### config.mk
export PLATFORM = sky130hd
export DESIGN_NAME = first_fit_block_allocator
export DESIGN_NICKNAME = d
export VERILOG_FILES = /design/src/rtl/ffba_pkg.sv /design/src/rtl/first_fit_block_allocator.sv /design/src/rtl/ffba_ram.sv
export VERILOG_INCLUDE_DIRS = /design/src /design/src/rtl
export SDC_FILE = /design/constraint.sdc
export NUM_CORES = 2
export LEC_CHECK = 0
export BUFFER_PORTS_ARGS = -buffer_cell sky130_fd_sc_hd__buf_2
export CORE_MARGIN = 2
export CORE_UTILIZATION = 45
export CTS_CLUSTER_DIAMETER = 200
export DETAILED_ROUTE_END_ITERATION = 16
export PLACE_DENSITY = 0.7
export SYNTH_ARGS = -nofsm -noshare
export SYNTH_HDL_FRONTEND = slang
export SYNTH_HIERARCHICAL = 1
export SYNTH_SLANG_ARGS = --single-unit
### constraint.sdc
create_clock -name clk -period 17.6 [get_ports clk]
set_clock_uncertainty 0.15 [all_clocks]
set_input_delay 1.76 -clock clk [delete_from_list [all_inputs] [get_ports clk]]
set_output_delay 1.76 -clock clk [all_outputs]
set_load 0.05 [all_outputs]
### src/rtl/first_fit_block_allocator_assert.svh
// assertion macros shared by the allocator rtl
`ifndef FIRST_FIT_BLOCK_ALLOCATOR_ASSERT_SVH
`define FIRST_FIT_BLOCK_ALLOCATOR_ASSERT_SVH

// condition holds at every edge out of reset
`define FFBA_ALWAYS(lbl, cond, msg) \
    lbl: assert property (@(posedge clk) disable iff (!rst_n) (cond)) else $error(msg);

// consequent holds in the same cycle
`define FFBA_IMPLY(lbl, ante, cons, msg) \
    lbl: assert property (@(posedge clk) disable iff (!rst_n) (ante) |-> (cons)) else $error(msg);

// consequent holds in the next cycle
`define FFBA_NEXT(lbl, ante, cons, msg) \
    lbl: assert property (@(posedge clk) disable iff (!rst_n) (ante) |=> (cons)) else $error(msg);

`endif

### src/rtl/ffba_pkg.sv
// shared constants and codes of the first-fit block allocator
`default_nettype none
package ffba_pkg;
    localparam int AREA_BYTES_DEF   = 4096;
    localparam int AREAS_DEF        = 4;
    localparam int HEADER_BYTES_DEF = 24;
    localparam int MAX_BLOCKS_DEF   = 64;

    localparam logic [11:0] MIN_SPLIT_RST = 12'd96;

    localparam logic [1:0] MODE_ALLOC   = 2'd0;
    localparam logic [1:0] MODE_FREE    = 2'd1;
    localparam logic [1:0] MODE_REALLOC = 2'd2;
    localparam logic [1:0] MODE_PREHEAT = 2'd3;

    localparam logic [1:0] ST_OK     = 2'd0;
    localparam logic [1:0] ST_NULL   = 2'd1;
    localparam logic [1:0] ST_NOAREA = 2'd2;
    localparam logic [1:0] ST_BIG    = 2'd3;
endpackage
`default_nettype wire

### src/rtl/first_fit_block_allocator.sv
// A request walks the block table of an area entry by entry (memory read, then
// evaluate); a split shifts the table tail entry by entry, and a free compacts
// the area entry by entry. One word is handled at a time: the next word is
// taken once the result is registered. The longest request is a realloc that
// locates, searches every area, splits, locates again and compacts.
// Reset clears area count, block counts and output valid; table needs no clear.
`default_nettype none
module first_fit_block_allocator import ffba_pkg::*; #(
    parameter int AREA_BYTES   = AREA_BYTES_DEF,
    parameter int AREAS        = AREAS_DEF,
    parameter int HEADER_BYTES = HEADER_BYTES_DEF,
    parameter int MAX_BLOCKS   = MAX_BLOCKS_DEF
) (
    input  wire logic        clk,
    input  wire logic        rst_n,
    input  wire logic        s_axis_tvalid,
    output logic             s_axis_tready,
    // req_size[15:0], handle_area[17:16], handle_offset[29:18], area_count[32:30]
    input  wire logic [39:0] s_axis_tdata,
    // mode[1:0]
    input  wire logic [1:0]  s_axis_tuser,
    output logic             m_axis_tvalid,
    input  wire logic        m_axis_tready,
    // status[1:0], out_area[3:2], out_offset[15:4], granted_size[27:16]
    output logic [31:0]      m_axis_tdata,
    input  wire logic        cfg_valid,
    output logic             cfg_ready,
    input  wire logic [11:0] cfg_data
);
    localparam int AW     = (AREAS > 1) ? $clog2(AREAS) : 1;
    localparam int CW     = $clog2(AREAS + 1);
    localparam int IW     = $clog2(MAX_BLOCKS);
    localparam int NW     = $clog2(MAX_BLOCKS + 1);
    localparam int LEN_W  = $clog2(AREA_BYTES);
    localparam int PW     = LEN_W + 1;
    localparam int ADDR_W = AW + IW;
    localparam int DATA_W = LEN_W + 1;
    localparam int FULL_LEN = AREA_BYTES - HEADER_BYTES;

    localparam logic [4:0] S_IDLE    = 5'd0;
    localparam logic [4:0] S_A_START = 5'd1;
    localparam logic [4:0] S_A_RD    = 5'd2;
    localparam logic [4:0] S_A_EV    = 5'd3;
    localparam logic [4:0] S_A_NEW   = 5'd4;
    localparam logic [4:0] S_T_START = 5'd5;
    localparam logic [4:0] S_T_SHR   = 5'd6;
    localparam logic [4:0] S_T_SHW   = 5'd7;
    localparam logic [4:0] S_T_SPL   = 5'd8;
    localparam logic [4:0] S_T_SPL2  = 5'd9;
    localparam logic [4:0] S_A_OK    = 5'd10;
    localparam logic [4:0] S_L_RD    = 5'd11;
    localparam logic [4:0] S_L_EV    = 5'd12;
    localparam logic [4:0] S_M_START = 5'd13;
    localparam logic [4:0] S_M_LOAD  = 5'd14;
    localparam logic [4:0] S_M_RD    = 5'd15;
    localparam logic [4:0] S_M_EV    = 5'd16;
    localparam logic [4:0] S_M_FIN   = 5'd17;
    localparam logic [4:0] S_PRE     = 5'd18;
    localparam logic [4:0] S_DONE    = 5'd19;

    logic [4:0]       state_reg, state_next;
    logic [CW-1:0]    active_reg, active_next;
    logic [NW-1:0]    nblk_reg [AREAS];
    logic [NW-1:0]    nblk_next [AREAS];
    logic [11:0]      min_split_reg;
    logic             m_valid_reg, m_valid_next;
    logic [31:0]      m_data_reg, m_data_next;

    logic [1:0]       mode_reg, mode_next;
    logic [15:0]      size_reg, size_next;
    logic [1:0]       ha_reg, ha_next;
    logic [11:0]      ho_reg, ho_next;
    logic [2:0]       cnt_reg, cnt_next;
    logic             second_reg, second_next;
    logic [AW-1:0]    ar_reg, ar_next;
    logic [NW-1:0]    i_reg, i_next;
    logic [NW-1:0]    j_reg, j_next;
    logic [NW-1:0]    d_reg, d_next;
    logic [NW-1:0]    idx_reg, idx_next;
    logic [PW-1:0]    pos_reg, pos_next;
    logic [LEN_W-1:0] len_reg, len_next;
    logic             cur_free_reg, cur_free_next;
    logic [LEN_W-1:0] cur_len_reg, cur_len_next;
    logic [1:0]       st_reg, st_next;
    logic [AW-1:0]    oa_reg, oa_next;
    logic [PW-1:0]    oo_reg, oo_next;
    logic [LEN_W-1:0] og_reg, og_next;

    logic              rd_en, wr_en;
    logic [ADDR_W-1:0] rd_addr, wr_addr;
    logic [DATA_W-1:0] rd_data, wr_data;
    logic              rd_free;
    logic [LEN_W-1:0]  rd_len;
    logic [NW-1:0]     n_cur;
    logic              zero_out;

    ffba_ram #(
        .ADDR_W (ADDR_W),
        .DATA_W (DATA_W)
    ) u_ram (
        .clk     (clk),
        .rd_en   (rd_en),
        .rd_addr (rd_addr),
        .rd_data (rd_data),
        .wr_en   (wr_en),
        .wr_addr (wr_addr),
        .wr_data (wr_data)
    );

    assign rd_free = rd_data[LEN_W];
    assign rd_len  = rd_data[LEN_W-1:0];
    assign n_cur   = nblk_reg[ar_reg];

    assign s_axis_tready = (state_reg == S_IDLE);
    assign m_axis_tvalid = m_valid_reg;
    assign m_axis_tdata  = m_data_reg;
    assign cfg_ready     = 1'b1;

    // results other than a granted block carry zero fields
    assign zero_out = (st_reg != ST_OK) || (mode_reg == MODE_FREE) || (mode_reg == MODE_PREHEAT);

    // sequencer
    always_comb
    begin
        state_next    = state_reg;
        active_next   = active_reg;
        nblk_next     = nblk_reg;
        m_valid_next  = m_valid_reg;
        m_data_next   = m_data_reg;
        mode_next     = mode_reg;
        size_next     = size_reg;
        ha_next       = ha_reg;
        ho_next       = ho_reg;
        cnt_next      = cnt_reg;
        second_next   = second_reg;
        ar_next       = ar_reg;
        i_next        = i_reg;
        j_next        = j_reg;
        d_next        = d_reg;
        idx_next      = idx_reg;
        pos_next      = pos_reg;
        len_next      = len_reg;
        cur_free_next = cur_free_reg;
        cur_len_next  = cur_len_reg;
        st_next       = st_reg;
        oa_next       = oa_reg;
        oo_next       = oo_reg;
        og_next       = og_reg;
        rd_en         = 1'b0;
        rd_addr       = '0;
        wr_en         = 1'b0;
        wr_addr       = '0;
        wr_data       = '0;

        if (m_valid_reg && m_axis_tready)
        begin
            m_valid_next = 1'b0;
        end

        case (state_reg)
            S_IDLE:
            begin
                if (s_axis_tvalid)
                begin
                    mode_next   = s_axis_tuser;
                    size_next   = s_axis_tdata[15:0];
                    ha_next     = s_axis_tdata[17:16];
                    ho_next     = s_axis_tdata[29:18];
                    cnt_next    = s_axis_tdata[32:30];
                    second_next = 1'b0;
                    st_next     = ST_OK;
                    ar_next     = AW'(s_axis_tdata[17:16]);
                    i_next      = '0;
                    pos_next    = '0;
                    if (s_axis_tuser == MODE_ALLOC)
                    begin
                        state_next = S_A_START;
                    end
                    else if (s_axis_tuser == MODE_PREHEAT)
                    begin
                        state_next = S_PRE;
                    end
                    else if (s_axis_tdata[29:18] == 12'd0 && s_axis_tuser == MODE_REALLOC)
                    begin
                        state_next = S_A_START;
                    end
                    else if (s_axis_tdata[29:18] != 12'd0
                             && 32'(s_axis_tdata[17:16]) < 32'(active_reg))
                    begin
                        state_next = S_L_RD;
                    end
                    else
                    begin
                        st_next    = ST_NULL;
                        state_next = S_DONE;
                    end
                end
            end

            // first-fit search, newest area first
            S_A_START:
            begin
                i_next   = '0;
                pos_next = '0;
                if (size_reg == 16'd0)
                begin
                    st_next    = ST_NULL;
                    state_next = S_DONE;
                end
                else if (32'(size_reg) > 32'(FULL_LEN))
                begin
                    st_next    = ST_BIG;
                    state_next = S_DONE;
                end
                else if (active_reg == '0)
                begin
                    state_next = S_A_NEW;
                end
                else
                begin
                    ar_next    = AW'(active_reg - 1'b1);
                    state_next = S_A_RD;
                end
            end

            S_A_RD:
            begin
                if (i_reg < n_cur)
                begin
                    rd_en      = 1'b1;
                    rd_addr    = {ar_reg, i_reg[IW-1:0]};
                    state_next = S_A_EV;
                end
                else if (ar_reg == '0)
                begin
                    state_next = S_A_NEW;
                end
                else
                begin
                    ar_next  = ar_reg - 1'b1;
                    i_next   = '0;
                    pos_next = '0;
                end
            end

            S_A_EV:
            begin
                if (rd_free && 32'(rd_len) >= 32'(size_reg))
                begin
                    idx_next   = i_reg;
                    len_next   = rd_len;
                    state_next = S_T_START;
                end
                else
                begin
                    pos_next   = PW'(32'(pos_reg) + 32'(HEADER_BYTES) + 32'(rd_len));
                    i_next     = i_reg + 1'b1;
                    state_next = S_A_RD;
                end
            end

            // bring up the next area as one free block
            S_A_NEW:
            begin
                if (32'(active_reg) >= 32'(AREAS))
                begin
                    st_next    = ST_NOAREA;
                    state_next = S_DONE;
                end
                else
                begin
                    wr_en       = 1'b1;
                    wr_addr     = {AW'(active_reg), IW'(0)};
                    wr_data     = {1'b1, LEN_W'(FULL_LEN)};
                    nblk_next[AW'(active_reg)] = NW'(1);
                    active_next = active_reg + 1'b1;
                    ar_next     = AW'(active_reg);
                    idx_next    = '0;
                    pos_next    = '0;
                    len_next    = LEN_W'(FULL_LEN);
                    state_next  = S_T_START;
                end
            end

            // take the block, split off the remainder when allowed
            S_T_START:
            begin
                if (32'(n_cur) < 32'(MAX_BLOCKS)
                    && 32'(len_reg) >= 32'(size_reg) + 32'(min_split_reg)
                    && 32'(len_reg) >= 32'(size_reg) + 32'(HEADER_BYTES))
                begin
                    j_next     = n_cur;
                    state_next = S_T_SHR;
                end
                else
                begin
                    wr_en      = 1'b1;
                    wr_addr    = {ar_reg, idx_reg[IW-1:0]};
                    wr_data    = {1'b0, len_reg};
                    og_next    = len_reg;
                    state_next = S_A_OK;
                end
            end

            S_T_SHR:
            begin
                if (32'(j_reg) > 32'(idx_reg) + 32'd1)
                begin
                    rd_en      = 1'b1;
                    rd_addr    = {ar_reg, IW'(j_reg - 1'b1)};
                    state_next = S_T_SHW;
                end
                else
                begin
                    state_next = S_T_SPL;
                end
            end

            S_T_SHW:
            begin
                wr_en      = 1'b1;
                wr_addr    = {ar_reg, j_reg[IW-1:0]};
                wr_data    = rd_data;
                j_next     = j_reg - 1'b1;
                state_next = S_T_SHR;
            end

            S_T_SPL:
            begin
                wr_en      = 1'b1;
                wr_addr    = {ar_reg, IW'(idx_reg + 1'b1)};
                wr_data    = {1'b1, LEN_W'(32'(len_reg) - 32'(size_reg) - 32'(HEADER_BYTES))};
                state_next = S_T_SPL2;
            end

            S_T_SPL2:
            begin
                wr_en      = 1'b1;
                wr_addr    = {ar_reg, idx_reg[IW-1:0]};
                wr_data    = {1'b0, LEN_W'(size_reg)};
                nblk_next[ar_reg] = n_cur + 1'b1;
                og_next    = LEN_W'(size_reg);
                state_next = S_A_OK;
            end

            S_A_OK:
            begin
                oa_next = ar_reg;
                oo_next = PW'(32'(pos_reg) + 32'(HEADER_BYTES));
                if (mode_reg == MODE_REALLOC && ho_reg != 12'd0)
                begin
                    second_next = 1'b1;
                    ar_next     = AW'(ha_reg);
                    i_next      = '0;
                    pos_next    = '0;
                    state_next  = S_L_RD;
                end
                else
                begin
                    state_next = S_DONE;
                end
            end

            // find the block whose payload starts at the handle offset
            S_L_RD:
            begin
                if (i_reg < n_cur)
                begin
                    rd_en      = 1'b1;
                    rd_addr    = {ar_reg, i_reg[IW-1:0]};
                    state_next = S_L_EV;
                end
                else
                begin
                    if (!second_reg)
                    begin
                        st_next = ST_NULL;
                    end
                    state_next = S_DONE;
                end
            end

            S_L_EV:
            begin
                if (32'(pos_reg) + 32'(HEADER_BYTES) == 32'(ho_reg))
                begin
                    idx_next = i_reg;
                    len_next = rd_len;
                    if (second_reg || mode_reg == MODE_FREE)
                    begin
                        wr_en      = 1'b1;
                        wr_addr    = {ar_reg, i_reg[IW-1:0]};
                        wr_data    = {1'b1, rd_len};
                        state_next = S_M_START;
                    end
                    else if (32'(rd_len) >= 32'(size_reg))
                    begin
                        oa_next    = ar_reg;
                        oo_next    = PW'(ho_reg);
                        og_next    = rd_len;
                        state_next = S_DONE;
                    end
                    else
                    begin
                        state_next = S_A_START;
                    end
                end
                else
                begin
                    pos_next   = PW'(32'(pos_reg) + 32'(HEADER_BYTES) + 32'(rd_len));
                    i_next     = i_reg + 1'b1;
                    state_next = S_L_RD;
                end
            end

            // compact the area, joining runs of free blocks
            S_M_START:
            begin
                rd_en      = 1'b1;
                rd_addr    = {ar_reg, IW'(0)};
                i_next     = NW'(1);
                state_next = S_M_LOAD;
            end

            S_M_LOAD:
            begin
                cur_free_next = rd_free;
                cur_len_next  = rd_len;
                d_next        = '0;
                state_next    = S_M_RD;
            end

            S_M_RD:
            begin
                if (i_reg < n_cur)
                begin
                    rd_en      = 1'b1;
                    rd_addr    = {ar_reg, i_reg[IW-1:0]};
                    state_next = S_M_EV;
                end
                else
                begin
                    state_next = S_M_FIN;
                end
            end

            S_M_EV:
            begin
                if (cur_free_reg && rd_free)
                begin
                    cur_len_next = LEN_W'(32'(cur_len_reg) + 32'(rd_len) + 32'(HEADER_BYTES));
                end
                else
                begin
                    wr_en         = 1'b1;
                    wr_addr       = {ar_reg, d_reg[IW-1:0]};
                    wr_data       = {cur_free_reg, cur_len_reg};
                    d_next        = d_reg + 1'b1;
                    cur_free_next = rd_free;
                    cur_len_next  = rd_len;
                end
                i_next     = i_reg + 1'b1;
                state_next = S_M_RD;
            end

            S_M_FIN:
            begin
                wr_en      = 1'b1;
                wr_addr    = {ar_reg, d_reg[IW-1:0]};
                wr_data    = {cur_free_reg, cur_len_reg};
                nblk_next[ar_reg] = d_reg + 1'b1;
                state_next = S_DONE;
            end

            // activate areas one per cycle
            S_PRE:
            begin
                if (cnt_reg == 3'd0)
                begin
                    state_next = S_DONE;
                end
                else if (32'(active_reg) >= 32'(AREAS))
                begin
                    st_next    = ST_NOAREA;
                    state_next = S_DONE;
                end
                else
                begin
                    wr_en       = 1'b1;
                    wr_addr     = {AW'(active_reg), IW'(0)};
                    wr_data     = {1'b1, LEN_W'(FULL_LEN)};
                    nblk_next[AW'(active_reg)] = NW'(1);
                    active_next = active_reg + 1'b1;
                    cnt_next    = cnt_reg - 1'b1;
                end
            end

            // hand the result word to the output register
            S_DONE:
            begin
                if (!m_valid_reg || m_axis_tready)
                begin
                    m_valid_next = 1'b1;
                    if (zero_out)
                    begin
                        m_data_next = {30'd0, st_reg};
                    end
                    else
                    begin
                        m_data_next = {4'd0, 12'(og_reg), 12'(oo_reg), 2'(oa_reg), st_reg};
                    end
                    state_next = S_IDLE;
                end
            end

            default:
            begin
                state_next = S_IDLE;
            end
        endcase
    end

    // control registers
    always_ff @(posedge clk or negedge rst_n)
    begin
        if (!rst_n)
        begin
            state_reg     <= S_IDLE;
            active_reg    <= '0;
            m_valid_reg   <= 1'b0;
            min_split_reg <= MIN_SPLIT_RST;
            for (int k = 0; k < AREAS; k++)
            begin
                nblk_reg[k] <= '0;
            end
        end
        else
        begin
            state_reg   <= state_next;
            active_reg  <= active_next;
            m_valid_reg <= m_valid_next;
            nblk_reg    <= nblk_next;
            if (cfg_valid)
            begin
                min_split_reg <= cfg_data;
            end
        end
    end

    // payload registers
    always_ff @(posedge clk)
    begin
        m_data_reg   <= m_data_next;
        mode_reg     <= mode_next;
        size_reg     <= size_next;
        ha_reg       <= ha_next;
        ho_reg       <= ho_next;
        cnt_reg      <= cnt_next;
        second_reg   <= second_next;
        ar_reg       <= ar_next;
        i_reg        <= i_next;
        j_reg        <= j_next;
        d_reg        <= d_next;
        idx_reg      <= idx_next;
        pos_reg      <= pos_next;
        len_reg      <= len_next;
        cur_free_reg <= cur_free_next;
        cur_len_reg  <= cur_len_next;
        st_reg       <= st_next;
        oa_reg       <= oa_next;
        oo_reg       <= oo_next;
        og_reg       <= og_next;
    end

`include "first_fit_block_allocator_assert.svh"

    `FFBA_ALWAYS(a_active_range, 32'(active_reg) <= 32'(AREAS), "area count out of range")
    `FFBA_IMPLY(a_err_zero, m_axis_tvalid && m_axis_tdata[1:0] != ST_OK, m_axis_tdata[27:2] == 26'd0, "error word carries fields")
    `FFBA_IMPLY(a_wr_area, wr_en, 32'(wr_addr[ADDR_W-1:IW]) <= 32'(active_reg), "table write to inactive area")
    `FFBA_NEXT(a_busy_after_accept, s_axis_tvalid && s_axis_tready, !s_axis_tready, "word taken while busy")
endmodule
`default_nettype wire

### src/rtl/ffba_ram.sv
// block table memory, one write and one registered read port
`default_nettype none
module ffba_ram import ffba_pkg::*; #(
    parameter int ADDR_W = 8,
    parameter int DATA_W = 13
) (
    input  wire logic              clk,
    input  wire logic              rd_en,
    input  wire logic [ADDR_W-1:0] rd_addr,
    output logic      [DATA_W-1:0] rd_data,
    input  wire logic              wr_en,
    input  wire logic [ADDR_W-1:0] wr_addr,
    input  wire logic [DATA_W-1:0] wr_data
);
    localparam int DEPTH = 1 << ADDR_W;

    logic [DATA_W-1:0] mem [DEPTH];

    // write port
    always_ff @(posedge clk)
    begin
        if (wr_en)
        begin
            mem[wr_addr] <= wr_data;
        end
    end

    // registered read port
    always_ff @(posedge clk)
    begin
        if (rd_en)
        begin
            rd_data <= mem[rd_addr];
        end
    end
endmodule
`default_nettype wire

==> results.yml <==
status:
  status: "complete, no violations"
timing:
  max_slew_margin_pct: 4.48
  finalHoldViolations: 0
  min_period_ps: 9110
  grt_setup_unrepaired: "no"
  slew_viol_final: 0
  setup_viol: 0
  max_freq_ghz: 0.110
  finalSetupTns_ps: 0
  worstMarginPinSlew_ps: 1430
  fin_crit_sh_pct: 51.8
route:
  drt_pass1_iterations: 6
  wl_per_cell_um: 29.4
  vias: 74200
  vias_per_cell: 6.14
  drc: 0
  drtIter0Drc: 9716
  routed_wl_um: 355000
  antenna_left: 0
global_routing:
  grt_pass1_wl_um: 516000
  overflow: 0
  antenna_found_initial: 7
  gr-usage-all-layers_pct: 21.7
  grt_max_degree: 190
  grt_pass1_vias: 73900
placed_design:
  hpwl_um: 214000
  dp.cells: 11500
  routabilityCongestion: 0.888
  dpl_cell_area_um2: 150000
  numPortBuffers: 81
clock_network:
  clk_pin_slew_ps: 60
  clockRootBuffer: "clkbuf_16"
  cts-buffers-inserted: 354
  clkSinkCount: 3550
  clock_latency_ps: 900
  cts.htree.levels: 5
  tritoncts: "yes"
  hold_buffers: 0
  cts_resized: 0
  clockBufferDepth: 4
  postCtsSetupRepairBufs: 0
worst_setup_path:
  worstSetupStartpointType: "flip-flop"
  r2r-start: "ar_reg[1]"
  worstPathRequired_ps: 18050
  cp_max_fo: 84
  r2r_cells: 18
  regToRegSetupSlack_ps: 8490
  path_class: "reg2reg"
  worstPathArrival_ps: 9560
  cp-end-kind: "flip-flop"
  timing.rr.end: "u_ram/rd_data[4]"
synthesis:
  ys_async_sr_fraction_pct: 1.38
  ys_ff_latch: 3550
  seq_area_frac_synth_pct: 74.2
  synthCells: 7253
  syn_area_per_cell_um2: 19.8
  yosysTopAreaCell: "edfxtp_1"
  synth_ff_type: "edfxtp_1"
  synth_edf_count: 3501
  synth_top_area_share_pct: 73.3
  synth_cell_types: 95
  netlist_area_um2: 143000
  synth_area_leaders: "edfxtp_1 73%, mux4_2 13%, mux2i_1 1.7%"
  yosys_warnings: 6
flow_run:
  maxCapViolCount: 0
floorplan:
  die_h_um: 568
  io_pins: 94
  die_x_um: 568
  die-area_um2: 323000
  row_count: 207
  initial_utilization_pct: 45.1
  core_area_um2: 318000
cells_and_area:
  drive_gt1_share_pct: 23.1
  areaGrowthSynthToFinish_pct: 12.3
  fin_area_um2: 161000
  fin_cells: 12100
  largest_reg_flops: 3328
  fin_nets: 7822
hold_path:
  hold_path_end: "m_axis_tdata[1]"
  worstHoldPathCells: 0
  hold_start: "st_reg[1]"
  hold_path_class: "reg2reg"
power_and_ir_drop:
  power.leakage_nw: 50.4
  power_density_nw_per_um2: 153
  irDropWorstVdd_mv: 0.114
  p_total_mw: 24.6
[critical path, stage by stage, from the launching register on]
cell and delay (ps):
edfxtp_1 840, mux4_2 470, inv_1 140, ha_1 270, a21o_1 190, a2111oi_1 560, a31oi_4 280, nor4_2 660
nand2_1 200, o21ai_4 110, buf_12 540, buf_12 470, buf_4 810, mux4_2 610, a22o_1 290, a221oi_1 700
o22ai_1 180, a211oi_1 900, nor4_1 160
[per-stage QoR]
stage          worst slack (ps)  utilization [%]  hold slack (ps)
2_1_floorplan              2260                -              277
3_3_place_gp               8560             47.2              310
3_5_place_dp               8580             47.2              314
4_1_cts                    8530             50.7              328
5_1_grt                    8050             50.7              338
6_report                   8490             50.7              324
[cell type report]
type	instances	area [um^2]
diodes	6	15.0
inverters	99	374
flip-flops and latches	3550	106000
clock buffers	439	9450
well taps	4180	5230
fillers	24600	157000
repair buffers	418	3080
clock inverters	190	1700
multi-input cells	3209	34700
[cells in the final DEF, fill, tap and decap left out, drive strengths merged, types with 64 or more instances in the layout]
master	instances
a22oi	78
o221ai	82
clkbuf	439
mux2i	248
nand3	80
nand2	239
a21oi	164
inv	109
ha	126
a221oi	64
clkinv	141
nor2	415
o21ai	117
buf	418
mux4	801
edfxtp	3501
[synthesized netlist by cell type, types with 63 or more instances]
master       n
clkbuf_1   181
nor2_1     414
mux2i_1    247
o221ai_1    82
mux4_2     801
edfxtp_1  3501
a221oi_1    63
ha_1       126
buf_2       84
inv_1       98
nand2_1    239
o21ai_0    111
nand3_1     79
a21oi_1    161
a22oi_1     78
[cells by family after synthesis]
| logic type | Yosys count | share of synthesized area, % |
|---|---|---|
| simple gates | 1052 | 3.42 |
| other cells | 2 | 0.00524 |
| fa+ha+maj | 131 | 1.17 |
| mux | 1071 | 14.5 |
| buf+inv | 497 | 1.84 |
| flops | 3550 | 74.2 |
| xor+xnor | 96 | 0.606 |
| compound gates | 854 | 4.27 |
[metal layers]
| metal | vias to the layer above | wire length (um) | track usage (%) |
|---|---|---|---|
| li1 | 30800 | - | - |
| met1 | 38900 | 139000 | 30.3 |
| met2 | 3909 | 168000 | 34.3 |
| met3 | 589 | 35800 | 4.30 |
| met4 | 4 | 12700 | 7.27 |
| met5 | - | 27 | 0 |
[power breakdown]
group | leakage, nW | total, mW | switching, mW | internal [mW]
clock | 5.47 | 7.32 | 3.12 | 4.21
sequential | 32.9 | 10.6 | 0.215 | 10.4
combinational | 12.1 | 6.65 | 4.31 | 2.34
total | 50.4 | 24.6 | 7.64 | 16.9
[how the worst max path moves through the flow]
stage          depth (start not counted)               end         from
2_1_floorplan                         17   u_ram/mem[0][5]  size_reg[0]
3_3_place_gp                          18  u_ram/rd_data[5]    ar_reg[1]
6_report                              18  u_ram/rd_data[4]    ar_reg[1]
3_5_place_dp                          18  u_ram/rd_data[5]    ar_reg[1]
4_1_cts                               18  u_ram/rd_data[5]    ar_reg[1]
5_1_grt                               18  u_ram/rd_data[4]    ar_reg[1]
(Power assumes the default switching activity.)
